## src/design/psa_pkg.sv

```systemverilog
`default_nettype none
package psa_pkg;

   localparam int TAG_BITS        = 64;
   localparam int COLOR_BITS      = 24;
   localparam int ALPHA_BITS      = 17;
   localparam int OUT_COORD_BITS  = 8;
   localparam int COORD_FIELD_BITS = 20;
   localparam int X_SHIFT         = 40;
   localparam int Y_SHIFT         = 20;

   localparam logic [ALPHA_BITS-1:0] ALPHA_ONE  = 17'h10000;
   localparam logic [ALPHA_BITS-1:0] ALPHA_HALF = 17'h08000;

   // per-lane handshake with the averaging lanes
   typedef struct packed {
      logic start;
   } lane_cmd_type;

   typedef struct packed {
      logic busy;
   } lane_status_type;

endpackage
`default_nettype wire

```

## src/design/psa_avg_lane.sv

```systemverilog
`default_nettype none
module psa_avg_lane #(
   parameter int COUNT_BITS = 16,
   parameter int VAL_BITS   = 24
) (
   input  wire                      clock,
   input  wire                      reset,
   input  psa_pkg::lane_cmd_type    cmd,
   input  wire  [VAL_BITS-1:0]      old_val,
   input  wire  [VAL_BITS-1:0]      in_val,
   input  wire  [COUNT_BITS-1:0]    count,
   output psa_pkg::lane_status_type status,
   output logic [VAL_BITS-1:0]      result
);
   import psa_pkg::*;

   localparam int NUM_BITS  = VAL_BITS + COUNT_BITS + 1;
   localparam int REM_BITS  = COUNT_BITS + 1;
   localparam int STEP_MAX  = (COUNT_BITS > VAL_BITS) ? COUNT_BITS : VAL_BITS;
   localparam int STEP_BITS = $clog2(STEP_MAX + 1);

   logic                  busy_ff, busy_in;
   logic                  div_ff, div_in;
   logic [STEP_BITS-1:0]  step_ff, step_in;
   logic [NUM_BITS-1:0]   mcand_ff, mcand_in;
   logic [NUM_BITS-1:0]   acc_ff, acc_in;
   logic [COUNT_BITS-1:0] mult_ff, mult_in;
   logic [REM_BITS-1:0]   dsr_ff, dsr_in;
   logic [REM_BITS-1:0]   rem_ff, rem_in;
   logic [VAL_BITS-1:0]   quo_ff, quo_in;
   logic [NUM_BITS-1:0]   acc_sum;
   logic [REM_BITS:0]     trial;
   logic [REM_BITS:0]     trial_diff;

   always_comb begin
      acc_sum    = acc_ff + (mult_ff[0] ? mcand_ff : '0);
      trial      = {rem_ff, quo_ff[VAL_BITS-1]};
      trial_diff = trial - {1'b0, dsr_ff};
      busy_in  = busy_ff;
      div_in   = div_ff;
      step_in  = step_ff;
      mcand_in = mcand_ff;
      acc_in   = acc_ff;
      mult_in  = mult_ff;
      dsr_in   = dsr_ff;
      rem_in   = rem_ff;
      quo_in   = quo_ff;
      if (cmd.start) begin
         busy_in  = 1'b1;
         div_in   = 1'b0;
         step_in  = '0;
         acc_in   = NUM_BITS'(in_val);
         mcand_in = NUM_BITS'(old_val);
         mult_in  = count;
         dsr_in   = REM_BITS'(count) + REM_BITS'(1);
      end else if (busy_ff && !div_ff) begin
         // shift-add multiply, one bit of n per cycle
         acc_in   = acc_sum;
         mcand_in = mcand_ff << 1;
         mult_in  = mult_ff >> 1;
         step_in  = step_ff + STEP_BITS'(1);
         if (step_ff == STEP_BITS'(COUNT_BITS - 1)) begin
            // quotient fits in VAL_BITS, so the high part is already below n+1
            div_in  = 1'b1;
            step_in = '0;
            rem_in  = acc_sum[NUM_BITS-1:VAL_BITS];
            quo_in  = acc_sum[VAL_BITS-1:0];
         end
      end else if (busy_ff) begin
         // restoring divide, one quotient bit per cycle
         if (!trial_diff[REM_BITS]) begin
            rem_in = trial_diff[REM_BITS-1:0];
            quo_in = {quo_ff[VAL_BITS-2:0], 1'b1};
         end else begin
            rem_in = trial[REM_BITS-1:0];
            quo_in = {quo_ff[VAL_BITS-2:0], 1'b0};
         end
         step_in = step_ff + STEP_BITS'(1);
         if (step_ff == STEP_BITS'(VAL_BITS - 1)) begin
            busy_in = 1'b0;
         end
      end
   end

   always_ff @(posedge clock) begin
      if (reset) begin
         busy_ff <= 1'b0;
         div_ff  <= 1'b0;
         step_ff <= '0;
      end else begin
         busy_ff <= busy_in;
         div_ff  <= div_in;
         step_ff <= step_in;
      end
      mcand_ff <= mcand_in;
      acc_ff   <= acc_in;
      mult_ff  <= mult_in;
      dsr_ff   <= dsr_in;
      rem_ff   <= rem_in;
      quo_ff   <= quo_in;
   end

   assign status.busy = busy_ff;
   assign result      = quo_ff;

endmodule
`default_nettype wire

```

## config.mk

```make
export PLATFORM = sky130hd
export DESIGN_NAME = psa_avg_lane
export DESIGN_NICKNAME = d
export VERILOG_FILES = /design/src/design/psa_pkg.sv /design/src/design/psa_avg_lane.sv
export SDC_FILE = /design/constraint.sdc
export NUM_CORES = 1
export LEC_CHECK = 0
export BUFFER_PORTS_ARGS = -buffer_cell sky130_fd_sc_hd__buf_2
export CAP_MARGIN = 10
export CORE_MARGIN = 2
export CORE_UTILIZATION = 50
export DETAILED_ROUTE_END_ITERATION = 8
export PLACE_DENSITY = 0.79
export RECOVER_POWER = 100
export SLEW_MARGIN = 10
export SYNTH_ARGS = -nofsm -noshare
export SYNTH_HDL_FRONTEND = slang
export SYNTH_SLANG_ARGS = --single-unit
export TNS_END_PERCENT = 20
```

## constraint.sdc

```tcl
create_clock -name clock -period 3.9 [get_ports clock]
set_input_delay 1.17 -clock clock [delete_from_list [all_inputs] [get_ports clock]]
set_output_delay 1.17 -clock clock [all_outputs]
set_load 0.005 [all_outputs]
```

==> impl_metrics.csv <==
group,metric,value,unit
drt,drt-met1-wl,9.619,mm
timing,timing.final.ws_setup,0.2465,ns
floorplanning,initial_core_util,0.5044,
global_route,grt_pass1_wl,37.57,mm
drt,wl_per_cell,16.20,um
setup_path,worst-path-max-fanout,23,
global_route,grt_max_degree,68,
placement,port_buffers,91,
yosys,yosysMostFrequentCell,"nand2_1",
yosys,syn_area_per_cell,9.928,um^2
cells_and_area,area_delta_synth_final,11.83,%
pwr,p_int,0.003459,W
pwr,power.leakage,4.614,nW
global_route,gr-usage-all-layers,0.2144,
clock_tree,holdBufCountCts,0,
drt,wl_met2,11.26,mm
drt,drt_iter0_drc,434,
timing,timing.hold.ws,0.4647,ns
pwr,vdd_ir_drop_max,362.5,uV
pwr,swShare,0.3073,
yosys,yosys.area.top_type_share,0.3625,
yosys,synth_seq_cells,163,
clock_tree,clock_sink_count,163,
yosys,synth_nets,1146,
cells_and_area,final_util,0.5641,
clock_tree,clk_latency,0.44,ns
yosys,ys.warnings.count,0,
timing,fin_crit,3.654,ns
clock_tree,root_buffer,"clkbuf_16",
yosys,synth_commonest_cells,"144 x nand2_1, 122 x edfxtp_1, 89 x a21oi_1",
cells_and_area,antenna_cells,0,
clock_tree,ctsResizeCount,0,
timing,max_freq,0.2737,GHz
yosys,ys_types,66,
hold_path,hp-class,"flip-flop to flip-flop",
timing,hold_violations,0,
placement,placed_cells,1344,
pwr,pwr-share-comb,0.234,
timing,finClkSkew,0.01112,ns
flow_run,cap_viol_max_count,2,
drt,vias,7777,
timing,final_max_slew_viol_count,82,
drt,drt_pass1_iterations,5,
setup_path,worstPathArrival,3.78,ns
status,status,"finished, violations left",
status,violations,"max-capacitance violations, max-slew violations",
clock_tree,cts_buffers,17,
timing,period_share,0.9368,
setup_path,critPathKind,"flip-flop to flip-flop",
pwr,p_switching,0.001534,W
clock_tree,cts_tree,"yes",
drt,routed_wl,22.29,mm
floorplanning,dieArea,0.02137,mm^2
clock_tree,post_cts_buffers,0,
drt,ant_nets,0,
setup_path,worst_setup_path_end_kind,"flip-flop",
yosys,async_flop_share,0,
floorplanning,io_pins,92,
pwr,p_per_area,441.7,mW/mm^2
placement,dp_hpwl,15.98,mm
drt,routed.top_layer,"met4",
pwr,clockPowerShare,0.343,
drt,drc,0,
drt,met3_length,821,um
cells_and_area,nets,1221,
yosys,ys.flop_type,"edfxtp_1",
global_route,overflow,0,
setup_path,critPathLaunchType,"flip-flop",
yosys,syn_area,0.01011,mm^2
placement,pre_cts_slack,0.4419,ns
yosys,synth_area_leaders,"edfxtp_1 36%, dfxtp_1 8.1%, ha_1 7.3%",
setup_path,required,4.03,ns
yosys,syn_inst,1018,
timing,finalSetupTns,0,ns
floorplanning,die_w,146.2,um
timing,max_slew.worst_pin.slew,2.008,ns
pwr,power_frac_seq,0.422,
drt,viasPerCell,5.652,
timing,rsz0062_at_grt,"no",
placement,place_congestion,0.9721,
yosys,yosys.area.top_type,"edfxtp_1",
clock_tree,cts_buffer_depth,2,
yosys,synth-edff-count,122,
clock_tree,clk_pin_slew_worst_paths,0.07,ns
yosys,yosysSeqAreaShare,0.4437,
cells_and_area,finalNonFillerCells,1376,
floorplanning,rows,52,
floorplanning,fp.dieH,146.2,um
clock_tree,htree_levels,4,
floorplanning,core,0.02004,mm^2
global_route,first_global_vias,7799,
cells_and_area,layout-drive-gt1-share,0.1582,
timing,finalSetupViolations,0,
global_route,antenna_found_initial,0,
timing,maxSlewHeadroom,-0.3385,
critical path, stage by stage (launching register included):
cell      delay (ns)
edfxtp_1        0.68
buf_4           0.33
and2_0          0.17
ha_1            0.31
a21o_1          0.21
a21o_1          0.17
a21oi_1         0.23
o211ai_1        0.14
o21ai_2         0.30
o41ai_2         0.16
a41oi_1         0.38
xor2_1          0.17
mux2i_1         0.08
final cells by class:
class | count | area [um^2]
Clock buffer | 17 | 425.4
Clock inverter | 15 | 170.2
Fill cell | 1766 | 8736
Inverter | 27 | 101.3
Multi-Input combinational cell | 781 | 5278
Sequential cell | 163 | 4484
Tap cell | 270 | 337.8
Timing Repair Buffer | 103 | 506.7
cells by family after synthesis:
family | synth area share
DFF | 0.4437
buffers and inverters | 0.03070
and+or+nand+nor | 0.1524
AOI/OAI and AO/OA | 0.1619
xor gates and xnor gates | 0.06252
muxes | 0.07180
adders and majority gates | 0.07700
metal layers:
layer / up-vias / GRT usage
li1: 3845 / -
met1: 3690 / 0.2612
met2: 193 / 0.3804
met3: 49 / 0.03844
met4: 0 / 0.07961
met5: - / 0
power groups by stage:
stage	combinational (W)	sequential [W]	clock (W)
global route	0.00130	0.00212	0.00179
finish	0.00117	0.00211	0.00171
floorplan	0.000893	0.00212	0
detailed placement	0.00116	0.00214	0
global placement	0.00114	0.00214	0
CTS	0.00118	0.00211	0.00173
state kept, by name, summed over array words and instances (netlist names):
name,count
mult_ff,16
acc_ff,41
mcand_ff,41
status,1
rem_ff,17
result,24
dsr_ff,17
step_ff,5
div_ff,1
path summary, 6_finish.rpt:
| kind | startpoint | end | slack, ns | depth (start not counted) |
|---|---|---|---|---|
| min reg2reg | mcand_ff[30] | mcand_ff[31] | 0.46 | 2 |
| min | mcand_ff[30] | mcand_ff[31] | 0.46 | 2 |
| max | mult_ff[0] | rem_ff[9] | 0.25 | 12 |
| max reg2reg | mult_ff[0] | rem_ff[9] | 0.25 | 12 |
cell usage in the layout, fill, tap and decap left out, types with 5 or more instances in the layout:
cell       count
a21o_1        29
a21oi_1       90
a31oi_1        8
and2_0        11
and2_1        36
and3_1         9
buf_2         76
buf_4          6
clkbuf_1      19
clkbuf_16     17
dfxtp_1       41
edfxtp_1     122
ha_1          59
inv_1         26
inv_6          5
mux2_2        41
mux2i_1       23
nand2_1      144
nand2b_1       7
nand3_1       23
nand4_1       17
nor2_1        43
nor2b_1        5
nor3_1        10
o211ai_1       7
o21a_1         6
o21ai_0       77
o21bai_1       9
xnor2_1       35
xor2_1        34
stage by stage:
stage	power (W)	instance area (um^2)
final	0.004993	11300
after global routing	0.005216	11300
after CTS	0.005020	11400
after detailed placement	0.003299	10810
after global placement	0.003276	10810
after floorplan	0.003009	10110
No activity file was read; power rests on OpenSTA's default activity.
